==> src/rtl/bdrl_pkg.sv <==
package bdrl_pkg;

	localparam int UNITS = 256;
	localparam int ALPHABET = 256;
	localparam int WEIGHT_FRAC_BITS = 20;

	localparam int UNIT_W = $clog2(UNITS);
	localparam int BYTE_W = $clog2(ALPHABET);
	localparam int ADDR_W = UNIT_W + BYTE_W;
	localparam int W_W = 24;
	localparam int ACC_W = 32;
	localparam int TOT_W = 40;
	localparam int NS_W = 31;
	localparam int RATE_W = 16;
	localparam int GAIN_W = 24;
	localparam int CFG_IDX_W = 8;

	localparam logic signed [W_W:0] W_ONE = (W_W + 1)'(1 << WEIGHT_FRAC_BITS);
	localparam logic signed [W_W+9:0] W_MAX = (W_W + 10)'(5 * (1 << WEIGHT_FRAC_BITS));

	localparam logic [1:0] MODE_LEARN = 2'd0;
	localparam logic [1:0] MODE_SCORE = 2'd1;
	localparam logic [1:0] MODE_EMPTY = 2'd2;

	localparam logic [CFG_IDX_W-1:0] REG_LEARNING_RATE = CFG_IDX_W'(0);
	localparam logic [CFG_IDX_W-1:0] REG_TWO_STORES = CFG_IDX_W'(1);

	typedef struct packed {
		logic              load;
		logic              issue;
		logic [BYTE_W-1:0] byte_idx;
		logic              clear_we;
		logic [ADDR_W-1:0] clear_addr;
		logic              acc_reset;
		logic              out_load;
	} cmd_t;

	typedef struct packed {
		logic busy;
	} sts_t;

endpackage

==> src/rtl/bdrl_ctrl.sv <==
module bdrl_ctrl (
	input  logic                 clk,
	input  logic                 arst_n,
	input  logic                 item_valid,
	input  logic [1:0]           item_mode,
	input  logic                 item_last,
	output logic                 item_ready,
	input  logic                 res_ready,
	output logic                 res_valid,
	input  bdrl_pkg::sts_t       sts,
	output bdrl_pkg::cmd_t       cmd
);
	import bdrl_pkg::*;

	localparam logic [2:0] ST_CLEAR = 3'd0;
	localparam logic [2:0] ST_IDLE  = 3'd1;
	localparam logic [2:0] ST_RUN   = 3'd2;
	localparam logic [2:0] ST_DRAIN = 3'd3;
	localparam logic [2:0] ST_EMIT  = 3'd4;

	logic [2:0]        state_q;
	logic [BYTE_W-1:0] byte_q;
	logic [ADDR_W-1:0] clr_q;
	logic              emit_q;
	logic              res_valid_q;
	logic              accept;
	logic              out_free;

	assign item_ready = (state_q == ST_IDLE);
	assign accept = item_valid && item_ready;
	assign out_free = !res_valid_q || res_ready;
	assign res_valid = res_valid_q;

	always_comb begin
		cmd = '0;
		cmd.byte_idx = byte_q;
		cmd.clear_addr = clr_q;
		cmd.clear_we = (state_q == ST_CLEAR);
		cmd.load = accept;
		cmd.issue = (state_q == ST_RUN);
		cmd.acc_reset = (accept && item_mode == MODE_EMPTY) ||
			(state_q == ST_DRAIN && !sts.busy && emit_q);
		cmd.out_load = (state_q == ST_EMIT) && out_free;
	end

	always_ff @(posedge clk or negedge arst_n) begin
		if (!arst_n) begin
			state_q <= ST_CLEAR;
			byte_q <= '0;
			clr_q <= '0;
			emit_q <= 1'b0;
			res_valid_q <= 1'b0;
		end else begin
			if (cmd.out_load)
				res_valid_q <= 1'b1;
			else if (res_ready)
				res_valid_q <= 1'b0;
			case (state_q)
				ST_CLEAR: begin
					clr_q <= clr_q + 1'b1;
					if (&clr_q)
						state_q <= ST_IDLE;
				end
				ST_IDLE: begin
					if (accept) begin
						byte_q <= '0;
						emit_q <= (item_mode == MODE_SCORE) && item_last;
						if (item_mode == MODE_LEARN || item_mode == MODE_SCORE)
							state_q <= ST_RUN;
						else if (item_mode == MODE_EMPTY)
							state_q <= ST_EMIT;
					end
				end
				ST_RUN: begin
					byte_q <= byte_q + 1'b1;
					if (&byte_q)
						state_q <= ST_DRAIN;
				end
				ST_DRAIN: begin
					if (!sts.busy)
						state_q <= emit_q ? ST_EMIT : ST_IDLE;
				end
				ST_EMIT: begin
					if (out_free)
						state_q <= ST_IDLE;
				end
				default: state_q <= ST_IDLE;
			endcase
		end
	end
endmodule

==> config.mk <==
export PLATFORM = sky130hd
export DESIGN_NAME = bdrl_ctrl
export DESIGN_NICKNAME = d
export VERILOG_FILES = /design/src/rtl/bdrl_pkg.sv /design/src/rtl/bdrl_ctrl.sv
export SDC_FILE = /design/constraint.sdc
export NUM_CORES = 1
export LEC_CHECK = 0
export ABC_AREA = 0
export BUFFER_PORTS_ARGS = -buffer_cell sky130_fd_sc_hd__buf_2
export CORE_ASPECT_RATIO = 1.1
export CORE_MARGIN = 3
export CORE_UTILIZATION = 51
export DETAILED_ROUTE_END_ITERATION = 7
export PLACE_DENSITY = 0.78
export SLEW_MARGIN = 10
export SYNTH_ARGS = -nofsm -noshare
export SYNTH_HDL_FRONTEND = slang
export SYNTH_SLANG_ARGS = --single-unit
==> constraint.sdc <==
create_clock -name clk -period 2.39 [get_ports clk]
set_clock_uncertainty 0.2 [all_clocks]
set_input_delay 0.717 -clock clk [delete_from_list [all_inputs] [get_ports clk]]
set_output_delay 0.717 -clock clk [all_outputs]
set_load 0.005 [all_outputs]
* Word-level counts from Yosys, hierarchy flattened
Index checks and enable logic that the tools add are counted.
Word-level totals: register bits 29, input bits 8, logic and storage cells 52
Operators by class: add/sub/neg operators 2, equality and inequality tests 12, multiplexer cells 13, reductions and logical operators 20
Operators with widths (count):
- 2-to-1 mux 3 bit | 8
- adder 16 x 1 -> 16 bit (second input constant) | 1
- one-hot mux 8 bit (2 select lines) | 1
- AND reduction 16 bit | 1
- one-hot mux 3 bit (5 select lines) | 1
- adder 8 x 1 -> 8 bit (second input constant) | 1
- 2-to-1 mux 8 bit | 1
- AND reduction 8 bit | 1
- equality test 3 x 2 -> 1 bit (second input constant) | 2
- logical AND 1 bit | 6
- inequality test 2 x 1 -> 1 bit (second input constant) | 3
- AND reduction 6 bit | 1
- inequality test 2 bit (second input constant) | 2
- AND reduction 2 bit | 2
- nonzero test 2 bit | 2
- equality test 3 x 1 -> 1 bit (second input constant) | 1
- equality test 3 bit (second input constant) | 1
- zero test 3 bit | 1
- logical OR 1 bit | 3
- inequality test 3 x 1 -> 1 bit (second input constant) | 1
- equality test 2 x 1 -> 1 bit (second input constant) | 1
- equality test 2 bit (second input constant) | 1
- zero test 1 bit | 2
- zero test 2 bit | 1
- 2-to-1 mux 1 bit | 2

* Depth between registers and ports, before layout
Gate-level depths: netlist of run 1.
depth after elaboration 5, depth in mapped cells 6, mapped depth without buffers 6

* Least setup slack after synthesis of run 1
OpenSTA, ideal clock, no wires.
path kind input-to-output, start point in sts, end point out cmd[1] (netlist bit), data arrival time 1.238 ns, required time 1.473 ns, setup slack 0.235 ns, stages on the path 2, path through or2b_1 -> o32ai_1
RTL lines:
- start: declaration | line bdrl_ctrl.sv:10 | input bdrl_pkg::sts_t sts,
- end: declaration | line bdrl_ctrl.sv:11 | output bdrl_pkg::cmd_t cmd

==> results.sh, run 1 <==
export IMPL_synthSimpleGateAreaFrac=0.2568
export IMPL_fin_crit_sh=0.9868
export IMPL_num_fill_cells=207
export IMPL_powerDensity_nw_per_um2=918.9
export IMPL_met3_usage=0.06289
export IMPL_dp_hpwl_um=2168
export IMPL_synth_net_count=153
export IMPL_grt_ovfl_total=0
export IMPL_yosys_warnings=0
export IMPL_pre_cts_slack_ps=-19.47
export IMPL_htree_levels=2
export IMPL_grt_total_usage=0.1864
export IMPL_synth_top_family_by_area="simple AND/OR/NAND/NOR gates"
export IMPL_num_rows=19
export IMPL_top_usage_layer="met2"
export IMPL_port_buffers=38
export IMPL_avgSynthCellArea_um2=9.948
export IMPL_wirelength_um=2888
export IMPL_io_pins=39
export IMPL_muxShareOfSynthArea=0.02111
export IMPL_synth_top_area_cell="dfrtp_1"
export IMPL_r2r_start="state_q[1]"
export IMPL_path_clk_slew_ps=90
export IMPL_ys_seq_elements=29
export IMPL_drtPass1Iterations=4
export IMPL_drtAntennaViolNets=0
export IMPL_numCtsBuffers=5
export IMPL_leakage_nw=0.9197
export IMPL_synth_top_area_frac=0.5101
export IMPL_wl_per_cell_um=12.89
export IMPL_hold_viol_final=0
export IMPL_setup_worst_path_start_class="input pin"
export IMPL_layout_commonest_cell="buf_2"
export IMPL_ys_seq_area_frac=0.5101
export IMPL_criticalPathCategory="in -> out"
export IMPL_yosys_area_share_adder=0.01759
export IMPL_reg2regPathDepth=5
export IMPL_grt_first_pass_wirelength_um=4899
export IMPL_outcome="finished clean"
export IMPL_grt_pass1_vias=1124
export IMPL_timing_fmax_mhz=424.0
export IMPL_grt_max_degree=30
export IMPL_synth_compound_area_frac=0.06684
export IMPL_timing_setup_tns_ps=0
export IMPL_cp_startpoint="sts"
export IMPL_cts_tree="built"
export IMPL_area_growth_pct=25.33
export IMPL_gr_usage_met2=0.3272
export IMPL_arrival_ps=1440
export IMPL_post_route_drc_count=0
export IMPL_endpoint_kind="primary output"
export IMPL_cap_violations=0
export IMPL_cts_root_buf="clkbuf_4"
export IMPL_vias=1191
export IMPL_fp_dieW_um=56.36
export IMPL_r2r_slack_ps=380
export IMPL_gp_congestion=0.8270
export IMPL_rr_endpoint="clr_q[9]"
export IMPL_final_max_slew_viol_count=0
export IMPL_final_area_um2=1783
export IMPL_post_layout_nonfiller_instances=224
export IMPL_crit_path_end="cmd[1]"
export IMPL_fin_crit_ps=2358
export IMPL_core_um2=2567
export IMPL_cp_max_fo=2
export IMPL_nets=202
export IMPL_synthCells=143
export IMPL_min_path_type="in -> async"
export IMPL_hold_buffers=0
export IMPL_finalSetupViolCount=0
export IMPL_max_slew_margin=0.5803
export IMPL_grt_met1_usage=0.2112
export IMPL_synthesis_area_um2=1423
export IMPL_clk_path_buf_depth=2
export IMPL_worst_slew_pin_slew_ps=629.6
export IMPL_power_total_mw=1.638
export IMPL_synthTopCellsByArea="dfrtp_1 51%, nand2_1 6.3%, xnor2_1 6.2%, xor2_1 3.1%, o21ai_0 2.8%"
export IMPL_layout_drive_gt1_share=0.3420
export IMPL_vias_per_cell=5.317
export IMPL_die_h_um=61.40
export IMPL_placed_area_um2=1650
export IMPL_clock_latency_ps=330
export IMPL_required_ps=1470
export IMPL_clkSinkCount=29
export IMPL_synth_cell_types=37
export IMPL_vdd_drop_max_mv=0.7760
export IMPL_dieArea_um2=3460
export IMPL_fin_ws_ps=31.51
export IMPL_diodes=0
export IMPL_final_cell_mix="38 x buf_2, 27 x dfrtp_1, 23 x nand2_1, 10 x xnor2_1"
export IMPL_drt_initial_drc_count=29
export IMPL_synth_xor_xnor_area_share=0.09235
export IMPL_placed_cells=212
export IMPL_initial_core_util=0.5541
export IMPL_rsz0062_at_grt="yes"
export IMPL_antenna_found_initial=0
==> critical path, cell delays in order <==
cell and delay, ps:
buf_2 100, or2b_1 240, o32ai_2 220, buf_2 160
==> repair_timing <==
| item | CTS | global route |
|---|---|---|
| hold endpoints to repair | 0 | 0 |
| endpoints found under the setup margin | 4 | 4 |
| pin swaps | 0 | 2 |
| gates resized for setup | 7 | 3 |
| buffers inserted | 2 | 2 |
==> Yosys cell counts <==
| cell | count |
|---|---|
| ha_1 | 2 |
| nand3b_1 | 1 |
| a221oi_1 | 1 |
| o31ai_1 | 1 |
| nor3b_1 | 1 |
| o32ai_1 | 1 |
| and3_1 | 3 |
| nor3_4 | 1 |
| nor2_1 | 8 |
| or2b_1 | 1 |
| xor2_1 | 5 |
| or3b_1 | 1 |
| nor2b_1 | 1 |
| clkinv_1 | 1 |
| nor3_2 | 1 |
| nand3_1 | 6 |
| a311o_1 | 1 |
| buf_4 | 1 |
| xnor2_1 | 10 |
| buf_6 | 1 |
| or2_2 | 1 |
| buf_2 | 1 |
| nand2_1 | 24 |
| nand2b_1 | 3 |
| dfrtp_1 | 29 |
| or3_1 | 2 |
| nand4_1 | 4 |
| nor4_1 | 2 |
| nor3_1 | 4 |
| a21oi_1 | 4 |
| nand4b_1 | 1 |
| o21ai_0 | 8 |
| inv_1 | 6 |
| or3b_2 | 1 |
| and4_1 | 1 |
| mux2i_1 | 3 |
| or3_4 | 1 |
==> per-stage QoR <==
| stage | utilization | hold slack (ps) |
|---|---|---|
| after floorplan | - | 221.4 |
| after global placement | 0.6428 | 276.2 |
| after detailed placement | 0.6428 | 279.1 |
| after CTS | 0.6857 | 208.7 |
| after global routing | 0.6944 | 227.2 |
| final | 0.6944 | 197.0 |
==> kinds of logic (layout without fill, tap and decap cells) <==
logic type	after synthesis	after routing
AND/OR/NAND/NOR	68	68
flip-flops	29	29
AO/OA/AOI/OAI	16	16
XOR/XNOR	15	15
buffers and inverters	10	60
multiplexers	3	3
adder cells (fa/ha/maj)	2	2
==> cell type report <==
class	instances	area (um^2)	area share
Timing Repair Buffer	45	242.7	0.1361
Sequential cell	29	728.2	0.4084
Clock buffer	7	65.06	0.03649
Clock inverter	1	5.005	0.002807
Tap cell	31	38.79	0.02175
Inverter	7	26.28	0.01474
Multi-Input combinational cell	104	676.9	0.3796
==> state kept, by name, summed over array words and instances (netlist names) <==
register and flops:
byte_q 8, emit_q 1, res_valid 1, state_q 3, clr_q 16
==> worst min-delay path by stage <==
stage | from | endpoint | slack, ps | depth (start not counted)
finish | arst_n | byte_q[1] | 200 | 1
global route | arst_n | clr_q[13] | 230 | 1
CTS | arst_n | clr_q[13] | 210 | 1
detailed placement | clr_q[5] | clr_q[5] | 280 | 1
global placement | clr_q[5] | clr_q[5] | 280 | 1
floorplan | arst_n | byte_q[0] | 220 | 0
==> power breakdown <==
group | internal (mW) | leakage (nW) | switching, mW | total (mW)
registers | 0.595 | 0.386 | 0.120 | 0.716
logic | 0.290 | 0.492 | 0.293 | 0.583
clock network | 0.170 | 0.0413 | 0.169 | 0.340
total | 1.06 | 0.920 | 0.583 | 1.64
==> routing by layer <==
metal | routed length (um) | share of wire | vias up
met2 | 1448 | 0.50 | 29
met1 | 1204 | 0.42 | 565
li1 | - | - | 590
met4 | 53 | 0.018 | 0
met5 | 0 | 0 | -
met3 | 182 | 0.063 | 7
(Power assumes the default switching activity.)
==> inputs of run 2 (changes only) <==
Settings changed: BUFFER_PORTS_ARGS -buffer_cell sky130_fd_sc_hd__buf_2 to default, CORE_UTILIZATION 51 to 60, CTS_BUF_LIST from default to sky130_fd_sc_hd__clkbuf_8, DONT_BUFFER_PORTS from default to 1, PLACE_DENSITY 0.78 to 0.76.
==> results.sh, run 2 (same netlist as run 1, synthesis figures left out) <==
export IMPL_htree_levels=2
export IMPL_cts_tree="built"
export IMPL_max_slew_margin=0.6060
export IMPL_dp_hpwl_um=1956
export IMPL_rsz0062_at_grt="no"
export IMPL_leakage_nw=0.7185
export IMPL_required_ps=1470
export IMPL_criticalPathCategory="reg -> out"
export IMPL_gr_usage_met2=0.3546
export IMPL_core_um2=2127
export IMPL_fin_crit_sh=0.9621
export IMPL_diodes=0
export IMPL_setup_worst_path_start_class="flop"
export IMPL_worst_slew_pin_slew_ps=585.6
export IMPL_initial_core_util=0.6688
export IMPL_endpoint_kind="primary output"
export IMPL_layout_commonest_cell="dfrtp_1"
export IMPL_top_usage_layer="met2"
export IMPL_num_rows=17
export IMPL_drtAntennaViolNets=0
export IMPL_post_route_drc_count=0
export IMPL_cp_max_fo=9
export IMPL_seqCellArea_um2=726.9
export IMPL_r2r_slack_ps=440
export IMPL_vias=1046
export IMPL_antenna_found_initial=0
export IMPL_io_pins=39
export IMPL_min_path_type="in -> async"
export IMPL_met3_usage=0.09661
export IMPL_wl_per_cell_um=15.76
export IMPL_outcome="finished clean"
export IMPL_drtPass1Iterations=4
export IMPL_grt_max_degree=30
export IMPL_numCtsBuffers=5
export IMPL_clkSinkCount=29
export IMPL_hold_viol_final=0
export IMPL_area_growth_pct=10.38
export IMPL_cap_violations=0
export IMPL_final_cell_mix="28 x dfrtp_1, 24 x nand2_1, 10 x xnor2_1, 8 x o21ai_0, 8 x nor2_1"
export IMPL_fin_util=0.7382
export IMPL_nets=159
export IMPL_grt_pass1_vias=1085
export IMPL_timing_fmax_mhz=434.9
export IMPL_grt_ovfl_total=0
export IMPL_top_regs="clr_q x16, byte_q x8, state_q x3"
export IMPL_grt_met1_usage=0.2364
export IMPL_timing_setup_tns_ps=0
export IMPL_die_h_um=57.07
export IMPL_clk_path_buf_depth=2
export IMPL_dieArea_um2=2992
export IMPL_arrival_ps=1380
export IMPL_drt_initial_drc_count=25
export IMPL_r2r_start="state_q[0]"
export IMPL_wirelength_um=2790
export IMPL_vias_per_cell=5.910
export IMPL_path_clk_slew_ps=60
export IMPL_cts_setup_buffers=0
export IMPL_port_buffers=0
export IMPL_multi_input_area_um2=668.1
export IMPL_vdd_drop_max_mv=0.8507
export IMPL_reg2regPathDepth=4
export IMPL_largest_reg_flops=16
export IMPL_powerDensity_nw_per_um2=976.0
export IMPL_finalSetupViolCount=0
export IMPL_gp_congestion=0.7549
export IMPL_rr_endpoint="byte_q[7]"
export IMPL_clock_latency_ps=270
export IMPL_regMostFlops="clr_q"
export IMPL_num_fill_cells=158
export IMPL_fin_crit_ps=2299
export IMPL_final_max_slew_viol_count=0
export IMPL_layout_drive_gt1_share=0.1208
export IMPL_grt_first_pass_wirelength_um=4788
export IMPL_cts_root_buf="clkbuf_8"
export IMPL_grt_total_usage=0.2131
export IMPL_fp_dieW_um=52.43
[run 2: area by class of cell]
type | count | share of cell area
inverters | 7 | 0.01673
repair buffers | 2 | 0.01753
multi-input cells | 104 | 0.4255
clock inverters | 1 | 0.002390
well taps | 28 | 0.02231
clock buffers | 6 | 0.05259
flip-flops and latches | 29 | 0.4629
[run 2: report_power, final]
group          switching [mW]  leakage [nW]  internal (mW)
sequential              0.148         0.388          0.596
clock                   0.169        0.0485          0.224
combinational           0.229         0.282          0.167
total                   0.546         0.719          0.986
[run 2: worst max-delay path by stage]
| stage | cells after the start | end | from |
|---|---|---|---|
| floorplan | 2 | cmd[1] | sts |
| global placement | 2 | cmd[1] | sts |
| detailed placement | 2 | cmd[1] | sts |
| CTS | 2 | cmd[18] | state_q[1] |
| global route | 3 | cmd[28] | state_q[1] |
| finish | 2 | cmd[0] | state_q[1] |
[run 2: worst max-delay path, cell delays in order (launching register included)]
cell     delay [ps]
dfrtp_2         460
or3b_2          500
a21oi_2         150
[run 2: per-layer routing]
layer / vias to the layer above / wire length [um]
met5: - / 0
met4: 0 / 32
met3: 4 / 201
met2: 38 / 1425
met1: 499 / 1130
li1: 505 / -
[run 2: through the flow]
step	setup slack [ps]	instances	power, mW	hold slack, ps	instance area, um^2
floorplan	235.1	143	1.040	221.4	1423
global placement	201.0	169	1.085	222.0	1441
detailed placement	175.9	169	1.108	222.0	1441
CTS	15.03	177	1.519	61.83	1553
global route	1.101	177	1.652	54.25	1570
finish	90.52	177	1.533	60.86	1570
[run 2: timing repair]
action / in CTS / in global routing
hold buffers: 1 / 0
gates resized for setup: 1 / 4
pin swaps: 0 / 1
cloned: 0 / 0
endpoints found under the setup margin: 2 / 4
hold endpoints to repair: 29 / 0
==> inputs of run 3 (changes only) <==
--- a/config.mk
+++ b/config.mk
@@ -13,4 +13,5 @@
 export DETAILED_ROUTE_END_ITERATION = 7
 export DONT_BUFFER_PORTS = 1
+export GPL_TIMING_DRIVEN = 0
 export PLACE_DENSITY = 0.76
 export SLEW_MARGIN = 10
==> constraint.sdc (replaced) <==
create_clock -name clk -period 2.39 [get_ports clk]
set_clock_uncertainty 0.2 [all_clocks]
set_input_delay 0.239 -clock clk [delete_from_list [all_inputs] [get_ports clk]]
set_output_delay 0.239 -clock clk [all_outputs]
set_load 0.005 [all_outputs]
==> results.sh, run 3 (same netlist as run 1, synthesis figures left out) <==
export IMPL_power_total_mw=1.546
export IMPL_diodes=0
export IMPL_largest_reg_flops=16
export IMPL_gp_congestion=0.6949
export IMPL_cpLargestDelayFamily="buffers and inverters"
export IMPL_vias=1059
export IMPL_finalSetupViolCount=0
export IMPL_clk_path_buf_depth=2
export IMPL_grt_max_degree=30
export IMPL_multi_input_area_um2=651.9
export IMPL_seq_power_share=0.478
export IMPL_port_buffers=0
export IMPL_vias_per_cell=5.787
export IMPL_final_max_slew_viol_count=0
export IMPL_placed_cells=171
export IMPL_cts_tree="built"
export IMPL_min_to="byte_q[7]"
export IMPL_post_route_drc_count=0
export IMPL_top_regs="clr_q x16, byte_q x8, state_q x3"
export IMPL_grt_ovfl_total=0
export IMPL_crit_chain="nor3b_2 -> nand2_1 -> inv_1 -> nand4b_1 -> dlygate4sd3_1 -> o21ai_0"
export IMPL_cts_root_buf="clkbuf_8"
export IMPL_min_path_type="in -> reg"
export IMPL_core_um2=2127
export IMPL_internal_power_mw=1.000
export IMPL_endpoint_kind="flop"
export IMPL_post_layout_nonfiller_instances=183
export IMPL_netSwitchingFraction=0.3528
export IMPL_pwr_share_comb=0.268
export IMPL_powerDensity_nw_per_um2=960.6
export IMPL_hold_depth=3
export IMPL_numCtsBuffers=5
export IMPL_die_h_um=57.07
export IMPL_hold_viol_final=0
export IMPL_wl_per_cell_um=15.46
export IMPL_vdd_drop_max_mv=0.6964
export IMPL_initial_core_util=0.6688
export IMPL_antenna_found_initial=0
export IMPL_cp_max_fo=9
export IMPL_fin_crit_ps=2137
export IMPL_layout_drive_gt1_share=0.1032
export IMPL_io_pins=39
export IMPL_r2r_start="state_q[1]"
export IMPL_worst_slew_pin_slew_ps=563.3
export IMPL_fin_crit_sh=0.8942
export IMPL_reg2regPathDepth=6
export IMPL_arrival_ps=2130
export IMPL_timing_setup_tns_ps=0
export IMPL_rr_endpoint="emit_q"
export IMPL_r2r_slack_ps=250
export IMPL_setup_worst_path_start_class="flop"
export IMPL_rsz0062_at_grt="no"
export IMPL_fp_dieW_um=52.43
export IMPL_seqCellArea_um2=725.7
export IMPL_path_buf_inv=2
export IMPL_htree_levels=2
export IMPL_p_sw_mw=0.5454
export IMPL_num_rows=17
export IMPL_drtPass1Iterations=4
export IMPL_slowest_delay_ps=570
export IMPL_max_slew_margin=0.6210
export IMPL_dp_hpwl_um=1932
export IMPL_final_cell_mix="29 x dfrtp_1, 24 x nand2_1, 10 x xnor2_1, 8 x o21ai_0, 8 x nor2_1"
export IMPL_nets=165
export IMPL_outcome="finished clean"
export IMPL_regMostFlops="clr_q"
export IMPL_num_fill_cells=152
export IMPL_criticalPathCategory="reg -> reg"
export IMPL_min_delay_start="item_valid"
export IMPL_layout_commonest_cell="dfrtp_1"
export IMPL_area_growth_pct=13.10
export IMPL_drt_initial_drc_count=18
export IMPL_clock_latency_ps=270
export IMPL_wirelength_um=2830
export IMPL_cap_violations=0
export IMPL_grt_total_usage=0.2119
export IMPL_clkSinkCount=29
export IMPL_leakage_nw=0.7415
export IMPL_path_clk_slew_ps=60
export IMPL_grt_first_pass_wirelength_um=4692
export IMPL_required_ps=2380
export IMPL_drtAntennaViolNets=0
export IMPL_dieArea_um2=2992
export IMPL_cp_slowest_cell="dlygate4sd3_1"
export IMPL_timing_fmax_mhz=467.9
export IMPL_cp_startpoint="state_q[1]"
export IMPL_clkPwrFrac=0.254
export IMPL_grt_pass1_vias=1051
-- run 3: power groups by stage --
stage	sequential (mW)	clock, mW	combinational (mW)
after floorplan	0.708	0	0.332
after global placement	0.738	0	0.374
after detailed placement	0.747	0	0.394
after CTS	0.739	0.400	0.415
after global routing	0.756	0.429	0.475
final	0.739	0.393	0.414
-- run 3: per-layer routing --
layer,wire [um],track usage,up-vias
li1,-,-,514
met5,0,0,-
met3,203,0.08355,2
met4,19,0.08759,0
met2,1432,0.3546,35
met1,1175,0.2360,508
-- run 3: per-stage QoR --
stage / hold slack (ps) / utilization / instance area (um^2) / setup slack [ps]
final: 57.78 / 0.7565 / 1609 / 252.9
after global routing: 94.18 / 0.7565 / 1609 / 93.58
after CTS: 58.83 / 0.7541 / 1604 / 191.7
after global placement: -256.0 / 0.6853 / 1458 / 466.4
after detailed placement: -256.0 / 0.6853 / 1458 / 438.4
after floorplan: -256.6 / - / 1423 / 558.2
-- run 3: repair_timing --
item	in CTS	in global routing
hold buffers	5	0
setup endpoints to repair	0	1
hold endpoints to repair	32	0
setup buffers	0	0
gates resized for setup	0	1
-- run 3: area by class of cell --
type                       count  area share
timing repair buffer           5     0.03733
clock inverter                 1    0.002333
multi-input combinational    104      0.4051
inverter                       7     0.01633
sequential                    29      0.4510
buffer                         3     0.01477
clock buffer                   6     0.05132
tap                           28     0.02177
-- run 3: worst max-delay path by stage --
stage,cells past startpoint,slack [ps],end
floorplan,5,560,clr_q[11]
global placement,5,470,byte_q[7]
detailed placement,5,440,clr_q[9]
CTS,6,190,emit_q
global route,6,90,emit_q
finish,6,250,emit_q
-- run 3: worst min-delay path, delay by kind of cell --
kind | cells | cell delay, ps
AND/OR/NAND/NOR | 2 | 190
multiplexers | 1 | 50
